## src/rtl/dfi_pkg.sv

```systemverilog
// Package with widths, codes and controller/datapath interface types.
`timescale 1ns / 1ps
package dfi_pkg;

    localparam int MAX_TAPS_DEF   = 32;
    localparam int SAMPLE_BITS    = 24;
    localparam int COEF_BITS      = 18;
    localparam int COEF_FRAC_BITS = 16;
    localparam int COEF_IDX_BITS  = 5;
    localparam int SUM_BITS       = 32;
    localparam int RATIO_BITS     = 8;
    localparam int TAPCNT_BITS    = 6;
    localparam int CFG_IDX_BITS   = 1;
    localparam int DVD_BITS       = 34;
    localparam int ACC_BITS       = 48;
    localparam int PROD_BITS      = SAMPLE_BITS + COEF_BITS;

    localparam logic [TAPCNT_BITS-1:0] TAP_COUNT_RST   = 6'd13;
    localparam logic [RATIO_BITS-1:0]  DECIM_RATIO_RST = 8'd10;

    localparam logic [1:0] MODE_FILTER = 2'd0;
    localparam logic [1:0] MODE_COEF   = 2'd1;
    localparam logic [1:0] MODE_FLUSH  = 2'd2;

    localparam logic [CFG_IDX_BITS-1:0] REG_TAP_COUNT   = 1'b0;
    localparam logic [CFG_IDX_BITS-1:0] REG_DECIM_RATIO = 1'b1;

    typedef struct packed {
        logic accept_filter;
        logic accept_coef;
        logic accept_flush;
        logic mult;
        logic div_start;
        logic div_sel_avg;
        logic res_interp;
        logic ring_wr;
        logic fir_start;
        logic fir_end;
        logic flush_step;
        logic out_load;
    } dfi_cmd_t;

    typedef struct packed {
        logic decim;
        logic div_busy;
        logic fir_busy;
        logic flush_last;
        logic out_busy;
    } dfi_sts_t;

endpackage

```

## src/rtl/dfi_ram.sv

```systemverilog
// Generic single-write, single-read RAM with registered read data.
`timescale 1ns / 1ps
module dfi_ram #(
    parameter int WIDTH = 24,
    parameter int DEPTH = 32
) (
    input  logic                                    clk,
    input  logic                                    we,
    input  logic [((DEPTH > 1) ? $clog2(DEPTH) : 1)-1:0] waddr,
    input  logic [WIDTH-1:0]                        wdata,
    input  logic [((DEPTH > 1) ? $clog2(DEPTH) : 1)-1:0] raddr,
    output logic [WIDTH-1:0]                        rdata
);

    logic [WIDTH-1:0] mem_reg [DEPTH];

    always_ff @(posedge clk)
    begin
        if (we)
        begin
            mem_reg[waddr] <= wdata;
        end
        rdata <= mem_reg[raddr];
    end

endmodule

```

## src/rtl/dfi_ctrl.sv

```systemverilog
// Controller state machine that sequences each word through the datapath.
`timescale 1ns / 1ps
module dfi_ctrl (
    input  logic              clk,
    input  logic              rst_n,
    input  logic              in_valid,
    output logic              in_ready,
    input  logic [1:0]        mode,
    input  dfi_pkg::dfi_sts_t sts,
    output dfi_pkg::dfi_cmd_t cmd
);

    typedef enum logic [9:0] {
        ST_IDLE     = 10'b00_0000_0001,
        ST_CHECK    = 10'b00_0000_0010,
        ST_MULT     = 10'b00_0000_0100,
        ST_DIV_INT  = 10'b00_0000_1000,
        ST_DIV_AVG  = 10'b00_0001_0000,
        ST_FIR_LOAD = 10'b00_0010_0000,
        ST_FIR      = 10'b00_0100_0000,
        ST_RESULT   = 10'b00_1000_0000,
        ST_FLUSH    = 10'b01_0000_0000,
        ST_SPARE    = 10'b10_0000_0000
    } state_t;

    state_t state_reg;
    state_t state_next;

    assign in_ready = (state_reg == ST_IDLE);

    always_comb
    begin
        state_next = state_reg;
        cmd        = '0;
        case (state_reg)
            ST_IDLE:
            begin
                if (in_valid)
                begin
                    case (mode)
                        dfi_pkg::MODE_FILTER:
                        begin
                            cmd.accept_filter = 1'b1;
                            state_next        = ST_CHECK;
                        end
                        dfi_pkg::MODE_COEF:
                        begin
                            cmd.accept_coef = 1'b1;
                        end
                        dfi_pkg::MODE_FLUSH:
                        begin
                            cmd.accept_flush = 1'b1;
                            state_next       = ST_FLUSH;
                        end
                        default:
                        begin
                            state_next = ST_IDLE;
                        end
                    endcase
                end
            end
            ST_CHECK:
            begin
                if (sts.decim)
                begin
                    cmd.div_start   = 1'b1;
                    cmd.div_sel_avg = 1'b1;
                    state_next      = ST_DIV_AVG;
                end
                else
                begin
                    cmd.mult   = 1'b1;
                    state_next = ST_MULT;
                end
            end
            ST_MULT:
            begin
                cmd.div_start = 1'b1;
                state_next    = ST_DIV_INT;
            end
            ST_DIV_INT:
            begin
                if (!sts.div_busy)
                begin
                    cmd.res_interp = 1'b1;
                    state_next     = ST_RESULT;
                end
            end
            ST_DIV_AVG:
            begin
                if (!sts.div_busy)
                begin
                    cmd.ring_wr = 1'b1;
                    state_next  = ST_FIR_LOAD;
                end
            end
            ST_FIR_LOAD:
            begin
                cmd.fir_start = 1'b1;
                state_next    = ST_FIR;
            end
            ST_FIR:
            begin
                if (!sts.fir_busy)
                begin
                    cmd.fir_end = 1'b1;
                    state_next  = ST_RESULT;
                end
            end
            ST_RESULT:
            begin
                if (!sts.out_busy)
                begin
                    cmd.out_load = 1'b1;
                    state_next   = ST_IDLE;
                end
            end
            ST_FLUSH:
            begin
                cmd.flush_step = 1'b1;
                if (sts.flush_last)
                begin
                    state_next = ST_IDLE;
                end
            end
            default:
            begin
                state_next = ST_IDLE;
            end
        endcase
    end

    always_ff @(posedge clk or negedge rst_n)
    begin
        if (!rst_n)
        begin
            state_reg <= ST_IDLE;
        end
        else
        begin
            state_reg <= state_next;
        end
    end

endmodule

```

## src/rtl/dfi_datapath.sv

```systemverilog
// Datapath: block sum, shared divider, sample ring, tap MAC and output register.
`timescale 1ns / 1ps
module dfi_datapath #(
    parameter int MAX_TAPS = dfi_pkg::MAX_TAPS_DEF
) (
    input  logic                                      clk,
    input  logic                                      rst_n,
    input  dfi_pkg::dfi_cmd_t                         cmd,
    output dfi_pkg::dfi_sts_t                         sts,
    input  logic                                      cfg_we,
    input  logic [dfi_pkg::CFG_IDX_BITS-1:0]          cfg_index,
    input  logic [dfi_pkg::RATIO_BITS-1:0]            cfg_data,
    input  logic signed [dfi_pkg::SAMPLE_BITS-1:0]    sample,
    input  logic [dfi_pkg::COEF_IDX_BITS-1:0]         coef_index,
    input  logic signed [dfi_pkg::COEF_BITS-1:0]      coef_value,
    input  logic signed [dfi_pkg::SAMPLE_BITS-1:0]    fill_value,
    output logic signed [dfi_pkg::SAMPLE_BITS-1:0]    filtered,
    output logic                                      decimated_now,
    output logic                                      out_valid,
    input  logic                                      out_ready
);

    localparam int ADDR_W = (MAX_TAPS > 1) ? $clog2(MAX_TAPS) : 1;
    localparam int TAP_W  = $clog2(MAX_TAPS + 1);
    localparam int SB     = dfi_pkg::SAMPLE_BITS;
    localparam int CB     = dfi_pkg::COEF_BITS;
    localparam int DW     = dfi_pkg::DVD_BITS;
    localparam int AW     = dfi_pkg::ACC_BITS;
    localparam int PW     = dfi_pkg::PROD_BITS;
    localparam int RB     = dfi_pkg::RATIO_BITS;
    localparam int CNT_W  = $clog2(DW + 1);

    function automatic logic signed [SB-1:0] sat_sample(input logic signed [AW-1:0] v);
        logic signed [AW-1:0] hi;
        logic signed [AW-1:0] lo;
        hi = AW'((48'sd1 <<< (SB - 1)) - 48'sd1);
        lo = -hi - AW'(48'sd1);
        if (v > hi)
        begin
            sat_sample = SB'(hi);
        end
        else if (v < lo)
        begin
            sat_sample = SB'(lo);
        end
        else
        begin
            sat_sample = SB'(v);
        end
    endfunction

    logic [dfi_pkg::TAPCNT_BITS-1:0] tap_count_reg;
    logic [RB-1:0]                   decim_ratio_reg;
    logic signed [dfi_pkg::SUM_BITS-1:0] sum_reg;
    logic [RB-1:0]                   count_reg;
    logic [ADDR_W-1:0]               wpos_reg;
    logic signed [SB-1:0]            newest_reg;
    logic signed [SB-1:0]            prev_reg;
    logic signed [SB-1:0]            fill_reg;
    logic [MAX_TAPS-1:0]             ring_vld_reg;
    logic signed [DW-1:0]            ip_reg;
    logic [DW-1:0]                   dvd_reg;
    logic [RB-1:0]                   rem_reg;
    logic                            neg_reg;
    logic [CNT_W-1:0]                div_cnt_reg;
    logic                            div_busy_reg;
    logic [ADDR_W-1:0]               k_reg;
    logic [ADDR_W-1:0]               p_reg;
    logic [ADDR_W-1:0]               fk_reg;
    logic                            issue_reg;
    logic                            s1_reg;
    logic                            s2_reg;
    logic                            vld1_reg;
    logic signed [PW-1:0]            prod_reg;
    logic signed [AW-1:0]            acc_reg;
    logic signed [SB-1:0]            res_reg;
    logic                            res_dec_reg;
    logic signed [SB-1:0]            out_reg;
    logic                            out_dec_reg;
    logic                            out_valid_reg;

    logic [TAP_W-1:0]      taps;
    logic [ADDR_W-1:0]     last_a;
    logic [RB-1:0]         ratio;
    logic signed [SB:0]    diff;
    logic signed [RB:0]    cnt_s;
    logic signed [DW-1:0]  ip_prod;
    logic signed [DW-1:0]  div_src;
    logic [RB:0]           rem_sh;
    logic                  q_bit;
    logic [RB:0]           rem_sub;
    logic signed [DW-1:0]  quot;
    logic signed [SB-1:0]  avg_sat;
    logic signed [AW-1:0]  acc_rnd;
    logic signed [AW-1:0]  acc_shr;
    logic                  ring_we;
    logic [ADDR_W-1:0]     ring_waddr;
    logic signed [SB-1:0]  ring_wdata;
    logic [SB-1:0]         ring_rdata;
    logic                  coef_we;
    logic [8:0]            coef_idx_ext;
    logic [CB-1:0]         coef_rdata;
    logic signed [SB-1:0]  ring_sample;

    always_comb
    begin
        if (tap_count_reg == '0)
        begin
            taps = TAP_W'(1);
        end
        else if (9'(tap_count_reg) > 9'(MAX_TAPS))
        begin
            taps = TAP_W'(MAX_TAPS);
        end
        else
        begin
            taps = TAP_W'(tap_count_reg);
        end
    end

    assign last_a = ADDR_W'(taps - TAP_W'(1));
    assign ratio  = (decim_ratio_reg == '0) ? RB'(1) : decim_ratio_reg;

    assign diff    = (SB + 1)'(newest_reg) - (SB + 1)'(prev_reg);
    assign cnt_s   = $signed({1'b0, count_reg});
    assign ip_prod = diff * cnt_s;

    assign div_src = cmd.div_sel_avg ? DW'(sum_reg) : ip_reg;
    assign rem_sh  = {rem_reg, dvd_reg[DW-1]};
    assign q_bit   = (rem_sh >= {1'b0, ratio});
    assign rem_sub = q_bit ? (rem_sh - {1'b0, ratio}) : rem_sh;
    assign quot    = neg_reg ? -$signed(dvd_reg) : $signed(dvd_reg);
    assign avg_sat = sat_sample(AW'(quot));

    assign acc_rnd = acc_reg + AW'(48'sd1 <<< (dfi_pkg::COEF_FRAC_BITS - 1));
    assign acc_shr = acc_rnd >>> dfi_pkg::COEF_FRAC_BITS;

    assign ring_we    = cmd.ring_wr || cmd.flush_step;
    assign ring_waddr = cmd.flush_step ? fk_reg : wpos_reg;
    assign ring_wdata = cmd.flush_step ? fill_reg : avg_sat;

    assign coef_idx_ext = 9'(coef_index);
    assign coef_we      = cmd.accept_coef && (coef_idx_ext < 9'(MAX_TAPS));

    assign ring_sample = vld1_reg ? $signed(ring_rdata) : '0;

    dfi_ram #(
        .WIDTH(SB),
        .DEPTH(MAX_TAPS)
    ) u_ring (
        .clk  (clk),
        .we   (ring_we),
        .waddr(ring_waddr),
        .wdata(ring_wdata),
        .raddr(p_reg),
        .rdata(ring_rdata)
    );

    dfi_ram #(
        .WIDTH(CB),
        .DEPTH(MAX_TAPS)
    ) u_coef (
        .clk  (clk),
        .we   (coef_we),
        .waddr(coef_idx_ext[ADDR_W-1:0]),
        .wdata(coef_value),
        .raddr(k_reg),
        .rdata(coef_rdata)
    );

    assign sts.decim      = (count_reg == '0) || (count_reg >= ratio);
    assign sts.div_busy   = div_busy_reg;
    assign sts.fir_busy   = issue_reg || s1_reg || s2_reg;
    assign sts.flush_last = (fk_reg == last_a);
    assign sts.out_busy   = out_valid_reg && !out_ready;

    assign filtered      = out_reg;
    assign decimated_now = out_dec_reg;
    assign out_valid     = out_valid_reg;

    // Control state: configuration, block state, sequencing flags.
    always_ff @(posedge clk or negedge rst_n)
    begin
        if (!rst_n)
        begin
            tap_count_reg   <= dfi_pkg::TAP_COUNT_RST;
            decim_ratio_reg <= dfi_pkg::DECIM_RATIO_RST;
            sum_reg         <= '0;
            count_reg       <= '0;
            wpos_reg        <= '0;
            newest_reg      <= '0;
            prev_reg        <= '0;
            ring_vld_reg    <= '0;
            div_busy_reg    <= 1'b0;
            div_cnt_reg     <= '0;
            issue_reg       <= 1'b0;
            s1_reg          <= 1'b0;
            s2_reg          <= 1'b0;
            out_valid_reg   <= 1'b0;
        end
        else
        begin
            if (cfg_we)
            begin
                case (cfg_index)
                    dfi_pkg::REG_TAP_COUNT:
                    begin
                        tap_count_reg <= cfg_data[dfi_pkg::TAPCNT_BITS-1:0];
                    end
                    dfi_pkg::REG_DECIM_RATIO:
                    begin
                        decim_ratio_reg <= cfg_data;
                    end
                    default:
                    begin
                        decim_ratio_reg <= decim_ratio_reg;
                    end
                endcase
            end

            if (cmd.accept_filter)
            begin
                sum_reg   <= sum_reg + dfi_pkg::SUM_BITS'(sample);
                count_reg <= count_reg + RB'(1);
            end
            else if (cmd.accept_flush)
            begin
                sum_reg    <= '0;
                count_reg  <= '0;
                newest_reg <= fill_value;
                prev_reg   <= fill_value;
            end
            else if (cmd.fir_end)
            begin
                sum_reg    <= '0;
                count_reg  <= '0;
                prev_reg   <= newest_reg;
                newest_reg <= sat_sample(acc_shr);
                if (9'(wpos_reg) >= 9'(last_a))
                begin
                    wpos_reg <= '0;
                end
                else
                begin
                    wpos_reg <= wpos_reg + ADDR_W'(1);
                end
            end

            if (ring_we)
            begin
                ring_vld_reg[ring_waddr] <= 1'b1;
            end

            if (cmd.div_start)
            begin
                div_busy_reg <= 1'b1;
                div_cnt_reg  <= CNT_W'(DW);
            end
            else if (div_busy_reg)
            begin
                div_cnt_reg <= div_cnt_reg - CNT_W'(1);
                if (div_cnt_reg == CNT_W'(1))
                begin
                    div_busy_reg <= 1'b0;
                end
            end

            if (cmd.fir_start)
            begin
                issue_reg <= 1'b1;
            end
            else if (issue_reg && (k_reg == last_a))
            begin
                issue_reg <= 1'b0;
            end
            s1_reg <= issue_reg;
            s2_reg <= s1_reg;

            if (cmd.out_load)
            begin
                out_valid_reg <= 1'b1;
            end
            else if (out_ready)
            begin
                out_valid_reg <= 1'b0;
            end
        end
    end

    // Payload registers.
    always_ff @(posedge clk)
    begin
        if (cmd.accept_flush)
        begin
            fill_reg <= fill_value;
            fk_reg   <= '0;
        end
        else if (cmd.flush_step)
        begin
            fk_reg <= fk_reg + ADDR_W'(1);
        end

        if (cmd.mult)
        begin
            ip_reg <= ip_prod;
        end

        if (cmd.div_start)
        begin
            neg_reg <= div_src[DW-1];
            dvd_reg <= div_src[DW-1] ? DW'(-div_src) : DW'(div_src);
            rem_reg <= '0;
        end
        else if (div_busy_reg)
        begin
            rem_reg <= rem_sub[RB-1:0];
            dvd_reg <= {dvd_reg[DW-2:0], q_bit};
        end

        if (cmd.fir_start)
        begin
            k_reg   <= '0;
            p_reg   <= wpos_reg;
            acc_reg <= '0;
        end
        else
        begin
            if (issue_reg)
            begin
                k_reg <= k_reg + ADDR_W'(1);
                p_reg <= (p_reg == '0) ? last_a : (p_reg - ADDR_W'(1));
            end
            if (s2_reg)
            begin
                acc_reg <= acc_reg + AW'(prod_reg);
            end
        end
        vld1_reg <= ring_vld_reg[p_reg];
        prod_reg <= ring_sample * $signed(coef_rdata);

        if (cmd.res_interp)
        begin
            res_reg     <= prev_reg + quot[SB-1:0];
            res_dec_reg <= 1'b0;
        end
        else if (cmd.fir_end)
        begin
            res_reg     <= newest_reg;
            res_dec_reg <= 1'b1;
        end

        if (cmd.out_load)
        begin
            out_reg     <= res_reg;
            out_dec_reg <= res_dec_reg;
        end
    end

endmodule

```

## src/rtl/decimating_fir_with_interpolation.sv

```systemverilog
// Top level of the decimating boxcar FIR with linear output interpolation.
//
//   Channel   Handshake             Payload
//   in        in_valid / in_ready   mode, sample, coef_index, coef_value, fill_value
//   out       out_valid / out_ready filtered, decimated_now
//   cfg       cfg_we                cfg_index, cfg_data
//
// A coefficient word is written without leaving idle; a flush writes the fill value into each active ring entry.
// An interpolated sample passes through the 34-step divider, and a block-completing sample
// through the 34-step divider and then the one-tap-per-cycle MAC.
// Reset clears the ring through per-entry valid flags, so no clearing pass is needed.
// A stalled output word waits in the output register while the next word is taken.
`timescale 1ns / 1ps
module decimating_fir_with_interpolation #(
    parameter int MAX_TAPS = dfi_pkg::MAX_TAPS_DEF
) (
    input  logic                                   clk,
    input  logic                                   rst_n,
    input  logic                                   in_valid,
    output logic                                   in_ready,
    input  logic [1:0]                             mode,
    input  logic signed [dfi_pkg::SAMPLE_BITS-1:0] sample,
    input  logic [dfi_pkg::COEF_IDX_BITS-1:0]      coef_index,
    input  logic signed [dfi_pkg::COEF_BITS-1:0]   coef_value,
    input  logic signed [dfi_pkg::SAMPLE_BITS-1:0] fill_value,
    output logic                                   out_valid,
    input  logic                                   out_ready,
    output logic signed [dfi_pkg::SAMPLE_BITS-1:0] filtered,
    output logic                                   decimated_now,
    input  logic                                   cfg_we,
    input  logic [dfi_pkg::CFG_IDX_BITS-1:0]       cfg_index,
    input  logic [dfi_pkg::RATIO_BITS-1:0]         cfg_data
);

    dfi_pkg::dfi_cmd_t cmd;
    dfi_pkg::dfi_sts_t sts;

    dfi_ctrl u_ctrl (
        .clk     (clk),
        .rst_n   (rst_n),
        .in_valid(in_valid),
        .in_ready(in_ready),
        .mode    (mode),
        .sts     (sts),
        .cmd     (cmd)
    );

    dfi_datapath #(
        .MAX_TAPS(MAX_TAPS)
    ) u_dp (
        .clk          (clk),
        .rst_n        (rst_n),
        .cmd          (cmd),
        .sts          (sts),
        .cfg_we       (cfg_we),
        .cfg_index    (cfg_index),
        .cfg_data     (cfg_data),
        .sample       (sample),
        .coef_index   (coef_index),
        .coef_value   (coef_value),
        .fill_value   (fill_value),
        .filtered     (filtered),
        .decimated_now(decimated_now),
        .out_valid    (out_valid),
        .out_ready    (out_ready)
    );

endmodule

```

## config.mk

```make
export PLATFORM = sky130hd
export DESIGN_NAME = decimating_fir_with_interpolation
export DESIGN_NICKNAME = d
export VERILOG_FILES = /design/src/rtl/dfi_pkg.sv /design/src/rtl/dfi_ram.sv /design/src/rtl/dfi_ctrl.sv /design/src/rtl/dfi_datapath.sv /design/src/rtl/decimating_fir_with_interpolation.sv
export SDC_FILE = /design/constraint.sdc
export NUM_CORES = 2
export LEC_CHECK = 0
export BUFFER_PORTS_ARGS = -buffer_cell sky130_fd_sc_hd__buf_2
export CORE_ASPECT_RATIO = 0.7
export CORE_MARGIN = 3
export CORE_UTILIZATION = 58
export CTS_CLUSTER_DIAMETER = 200
export DETAILED_ROUTE_END_ITERATION = 7
export MAX_ROUTING_LAYER = met4
export PLACE_DENSITY = 0.77
export SKIP_CTS_REPAIR_TIMING = 1
export SLEW_MARGIN = 20
export SYNTH_ARGS = -nofsm -noshare
export SYNTH_HDL_FRONTEND = slang
export SYNTH_SLANG_ARGS = --single-unit
```

## constraint.sdc

```tcl
create_clock -name clk -period 8.3 [get_ports clk]
set_clock_uncertainty 0.15 [all_clocks]
set_input_delay 0 -clock clk [delete_from_list [all_inputs] [get_ports clk]]
set_output_delay 0 -clock clk [all_outputs]
set_load 0.005 [all_outputs]
```

# After elaboration in Yosys (flattened, before gate mapping)
# Memories as Yosys holds them, arrays and structs flattened. A register that Yosys moved wholly into a read port is not among the register bits.
# Index checks and enable logic that the tools add are counted.
[totals] elab_cells=188 ramBits=1344 ff_bits=417 input_bits=87 out_inout_bits=27 n_memories=2
[op_classes] n_bitwise=4 mul=2 order_cmp=12 n_mux=76 n_reduce_logical=26 n_eq_ne=21 addsub=15
[memory_table] memory="u_dp.u_ring.mem_reg" depth=32 width=24 read_ports=1 rd_ports_with_merged_regs=1 wr=1 line="dfi_ram.sv:15" rtl="logic [WIDTH-1:0] mem_reg [DEPTH];"
[memory_table] memory="u_dp.u_coef.mem_reg" depth=32 width=18 read_ports=1 rd_ports_with_merged_regs=1 wr=1 line="dfi_ram.sv:15"
[op_table] operator="24-bit 2-to-1 mux" count=11
[op_table] operator="34-bit 2-to-1 mux" count=5
[op_table] operator="32-bit 2-to-1 mux" count=3
[op_table] operator="10-bit case mux with 9 select lines" count=1
[op_table] operator="34-bit negation" count=2
[op_table] operator="10-bit 2-to-1 mux" count=6
[op_table] operator="48-bit by 17-bit adder with 48-bit output (second input constant)" count=1
[op_table] operator="48-bit by 42-bit adder with 48-bit output" count=1
[op_table] operator="24-bit by 18-bit multiplier with 42-bit output" count=1
[op_table] operator="5-bit 2-to-1 mux" count=8
[op_table] operator="8-bit 2-to-1 mux" count=5
[op_table] operator="34-bit by 24-bit > comparator with 1-bit output (second input constant)" count=1
[op_table] operator="34-bit by 24-bit < comparator with 1-bit output (second input constant)" count=1
[op_table] operator="25-bit by 9-bit multiplier with 34-bit output" count=1
[op_table] operator="32-bit by 24-bit adder with 32-bit output" count=1
[op_table] operator="32-bit by 24-bit > comparator with 1-bit output (second input constant)" count=1
[op_table] operator="32-bit by 24-bit < comparator with 1-bit output (second input constant)" count=1
[op_table] operator="32-bit bitwise OR" count=1
[op_table] operator="10-bit case mux with 3 select lines" count=1
[op_table] operator="1-bit 2-to-1 mux" count=28
[op_table] operator="24-bit by 24-bit subtractor with 25-bit output" count=1
[op_table] operator="24-bit adder" count=1
[op_table] operator="5-bit by 6-bit < comparator with 1-bit output (second input constant)" count=3
[op_table] operator="8-bit logical NOT" count=2
[op_table] operator="42 further kinds" count=69

# Depth between registers and ports, before layout
[logic_depth] word_depth=10 mapped_depth=33 mapped_depth_nobuf=33

# Cells and area by module
# Synthesis repeated with hierarchy kept, for this count alone.
[unflattened] cells_unflattened=8233 hier_area_um2=101680.0
[by_module_without_submodules] mod="dfi_datapath" seq_area_each_um2=10376.2 area_per_inst_um2=47439.2 cells_each=5160 n_inst=1
[by_module_without_submodules] mod="dfi_ram (u_dp.u_ring)" seq_area_each_um2=23542.6 area_per_inst_um2=30483.0 cells_each=1711 n_inst=1
[by_module_without_submodules] mod="dfi_ram (u_dp.u_coef)" seq_area_each_um2=17656.9 area_per_inst_um2=23050.9 cells_each=1278 n_inst=1
[by_module_without_submodules] mod="dfi_ctrl" seq_area_each_um2=226.5 area_per_inst_um2=706.9 cells_each=84 n_inst=1

# Worst setup path before layout
# No wires, ideal clock.
[synth_timing] kind="reg2reg" from="register u_dp.prev_reg[0]" to="register u_dp.ip_reg[33], data pin" synth_period_minus_slack_ps=7661 n_path_buf=0 path_stages_with_launch=31 setup_ps=260 setup_slack_ps=639 t_arrival_ps=7251 required_ps=7890 cell_sequence="dfrtp_1 ha_1 fa_1 nor2b_1 o21ai_0 a21boi_1 o21ai_0 a21boi_1 o2111ai_1 a31oi_1 a21o_1 a21oi_1 xnor2_1 nand2_1 fa_1 inv_1 fa_1 fa_1 fa_1 ha_1 and3_1 and3_1 and2_1 a221o_1 o311ai_2 a211o_1 nand2_1 o41ai_1 o21bai_1 a21oi_1 xnor2_1"
[synth_between] elab_chain_len=2
[synth_lines] element="start, declared" line="dfi_datapath.sv:58" rtl="logic signed [SB-1:0] prev_reg;"
[synth_lines] element="start signal, assigned" line="dfi_datapath.sv:231" rtl="prev_reg <= fill_value;"
[synth_lines] element="start signal, assigned" line="dfi_datapath.sv:237" rtl="prev_reg <= newest_reg;"
[synth_lines] element="24-bit by 24-bit subtractor with 25-bit output" line="dfi_datapath.sv:124" rtl="assign diff = (SB + 1)'(newest_reg) - (SB + 1)'(prev_reg);"
[synth_lines] element="25-bit by 9-bit multiplier with 34-bit output" line="dfi_datapath.sv:126" rtl="assign ip_prod = diff * cnt_s;"
[synth_lines] element="via u_dp.ip_prod[33]" line="dfi_datapath.sv:87" rtl="logic signed [DW-1:0] ip_prod;"
[synth_lines] element="end signal, assigned" line="dfi_datapath.sv:305" rtl="ip_reg <= ip_prod;"
[synth_lines] element="end, declared" line="dfi_datapath.sv:61" rtl="logic signed [DW-1:0] ip_reg;"
# The timed path passes the listed nets, and every way through them passes these cells.
# A chain may end at the register's enable or synchronous reset.

# Worst setup path after layout
[layout_timing] from="register u_dp.vld1_reg" to="register u_dp.prod_reg[33]"
[layout_between] elab_chain_len=2
[layout_lines] element="start, declared" line="dfi_datapath.sv:73" rtl="logic vld1_reg;"
[layout_lines] element="start signal, assigned" line="dfi_datapath.sv:338" rtl="vld1_reg <= ring_vld_reg[p_reg];"
[layout_lines] element="24-bit 2-to-1 mux" line="dfi_datapath.sv:145" rtl="assign ring_sample = vld1_reg ? $signed(ring_rdata) : '0;"
[layout_lines] element="24-bit by 18-bit multiplier with 42-bit output" line="dfi_datapath.sv:339" rtl="prod_reg <= ring_sample * $signed(coef_rdata);"
[layout_lines] element="end signal, assigned" line="dfi_datapath.sv:339"
[layout_lines] element="end, declared" line="dfi_datapath.sv:74" rtl="logic signed [PW-1:0] prod_reg;"
# Every way passes these cells.

==> out/metrics.cfg <==
[outcome]
status = complete, but fails checks
violations = design-rule violations, negative hold slack

[global_routing]
grt_pass1_wl_mm = 403
grt_max_degree = 148
antenna_found_initial = 15
gr-usage-all-layers_pct = 31.4
grt-ovfl-total = 0
grt_pass1_vias = 63000

[cells_and_area]
final_cell_mix = 1491 x edfxtp_1, 802 x inv_1, 630 x nand2_1
syn2layout_area_growth_pct = 11.8
largest_reg_flops = 768
multi_input_area_um2 = 44500
post-route-util_pct = 65.7
mostFrequentLayoutCell = edfxtp_1
nets = 8693
ff_latch_area_um2 = 51800
final_cell_count_no_fill = 10100
layout-drive-gt1-share_pct = 16.2
fillers = 11800

[die]
die_w_um = 502
core_area_um2 = 170000
fp.dieArea_um2 = 177000
placement_rows = 126
die_h_um = 353
io-pin-count = 114
initial_core_util_pct = 58.8

[sta]
report.final.slew_viol_count = 0
period_needed_ns = 7.97
max_slew_margin_pct = 18.6
hold_ws_ns = -0.00731
clock.fmax_mhz = 125
rsz0062_at_grt = false
fin_crit_sh_pct = 96.0
hold_viol_final = 1
finalSetupTns_ns = 0
worst_pin_slew_ns = 1.21
setup_viol = 0
setup_slack_ns = 0.332

[cts]
cts_tree = built
clockBufferDepth = 3
clock-root-buffer = clkbuf_16
htreeDepth = 4
path_clk_slew_ns = 0.07
clkSinkCount = 1802
cts_buffers = 167
clkLatencyLatePin_ns = 0.82

[power]
p_sw_share_pct = 38.8
clock_power_share_pct = 22.0
ir_drop_mv = 0.209
seq_power_share_pct = 35.5
power.switching_uw = 13800
intPower_uw = 21700
power_density_nw_per_um2 = 318
p_leak_uw = 0.0435
p_comb_share_pct = 42.5

[setup_path]
rr_worst_depth = 24
endpoint = u_dp.prod_reg[33]$_DFF_P_
slowest_delay_ns = 0.62
startpoint_type = register
cp_max_fo = 36
crit_path_top_delay_cell = dfxtp_4
critPathCaptureType = register
path_class = reg2reg
rrSetupSlack_ns = 0.33
r2r-end = u_dp.prod_reg[33]$_DFF_P_
required_ns = 8.82
startpoint = u_dp.vld1_reg$_DFF_P_
crit_chain = and2_1 -> nand2_1 -> fa_1 -> fa_1 -> fa_1 -> fa_1 -> inv_1 -> fa_1 -> inv_1 -> fa_1 -> inv_1 -> ha_1 -> a21o_1 -> a21o_1 -> a211oi_1 -> o211a_1 -> o211ai_1 -> a2111oi_0 -> buf_4 -> o31ai_1 -> a211o_1 -> a21o_1 -> a21o_1 -> xor2_1
arrival_ns = 8.49
cpMostUsedCell = fa_1
timing.rr.start = u_dp.vld1_reg$_DFF_P_

[place]
io_buffers = 113
dp_hpwl_mm = 179
dp.cells = 9596
place_ws_ns = 0.00482
gp_congestion = 0.965

[yosys]
ys_warn_count = 0
async_flop_share_pct = 8.82
dominantRegCellSynth = edfxtp_1
ys_seq_area_share_pct = 51.8
syn-cell-area_um2 = 99900
ys_seq_elements = 1802
synth_cell_types = 94
synthCells = 7362
synthesis.nets = 8366
syn_area_per_cell_um2 = 13.6
synth_edf_count = 1491

[job]
cap_violations = 0

[drt]
dr_wl_met3_mm = 30.9
wl_mm = 273
routed-wl-met2_mm = 125
dr.pass1.iters = 8
drtAntennaViolNets = 0
routedWlPerCell_um = 27.0
dr_total_vias = 63700
drt-met1-wl_mm = 107
drc = 1
highest_layer = met4
drtIter0Drc = 8189
vias_per_cell = 6.32

[min_path]
hold_path.class = in2reg

worst max-delay path, delay by kind of cell, from the launching register on:
kind                       cells  cell delay [ns]
AOI/OAI and AO/OA             10             2.43
xor gates and xnor gates       1             0.14
adders and majority gates      7             3.43
buffers and inverters          4             0.40
DFF                            1             0.62
and+or+nand+nor                2             0.63
cell type report:
class | instances | area share (%)
diodes | 14 | 0.0314
flip-flops and latches | 1802 | 46.4
inverters | 806 | 2.71
well taps | 2240 | 2.51
multi-input cells | 4438 | 39.8
clock buffers | 217 | 4.05
repair buffers | 474 | 3.58
clock inverters | 95 | 0.897
synth_stat cells (31+ instances only):
master | instances | area [µm²]
a21o_1 | 87 | 653
a21oi_1 | 234 | 1170
and2_1 | 129 | 807
and3_1 | 179 | 1120
buf_1 | 32 | 120
clkbuf_1 | 274 | 1030
dfrtp_1 | 153 | 3830
dfxtp_1 | 152 | 3040
edfxtp_1 | 1491 | 44800
fa_1 | 586 | 11700
ha_1 | 331 | 4140
inv_1 | 802 | 3010
mux2_2 | 66 | 743
mux2i_1 | 85 | 851
mux4_2 | 430 | 9680
nand2_1 | 631 | 2370
nand2b_1 | 46 | 288
nand3_1 | 72 | 360
nor2_1 | 376 | 1410
nor2b_1 | 39 | 244
nor3_1 | 69 | 345
o21a_1 | 31 | 233
o21ai_0 | 246 | 1230
or2_2 | 49 | 307
or3_1 | 39 | 244
xnor2_1 | 185 | 1620
xor2_1 | 132 | 1160
cells by family after synthesis:
family	after synthesis	synth area share, %
buffers and inverters	1122	4.24
AND/OR/NAND/NOR	1779	8.67
XOR/XNOR	317	2.78
adder cells (fa/ha/maj)	917	15.9
multiplexers	582	11.3
AO/OA/AOI/OAI	843	5.31
flip-flops	1802	51.8
worst min path at each step:
| stage | from | to | slack (ns) | cells past startpoint |
|---|---|---|---|---|
| 2_1_floorplan | rst_n | u_ctrl.state_reg[1]$_DFFE_PN0P_ | -0.45 | 0 |
| 3_3_place_gp | rst_n | u_dp.sum_reg[25]$_DFFE_PN0P_ | -0.05 | 1 |
| 3_5_place_dp | rst_n | u_dp.sum_reg[25]$_DFFE_PN0P_ | -0.03 | 1 |
| 4_1_cts | rst_n | u_dp.sum_reg[25]$_DFFE_PN0P_ | -0.90 | 1 |
| 5_1_grt | fill_value[15] | u_dp.newest_reg[15]$_DFFE_PN0P_ | 0.004 | 4 |
| 6_report | sample[1] | u_dp.sum_reg[1]$_DFFE_PN0P_ | -0.007 | 5 |
per-layer routing:
layer / vias to the layer above / track usage [%]
met5: - / -
met4: 0 / 10.4
met3: 578 / 7.33
met2: 3884 / 45.8
met1: 32300 / 44.0
li1: 27000 / -
power by group through the flow:
stage	Sequential (µW)	Clock [µW]	Combinational (µW)
global route	12600	8240	16600
detailed placement	12700	0	14400
CTS	12500	7870	14600
finish	12600	7830	15100
global placement	12700	0	14000
floorplan	12000	0	10500
stage by stage:
stage	power (µW)	area (µm²)
after global placement	26700	104000
after detailed placement	27100	104000
after floorplan	22400	99900
after CTS	35000	110000
after global routing	37500	112000
final	35500	112000
Note: power is estimated with default switching activity, not from simulation.
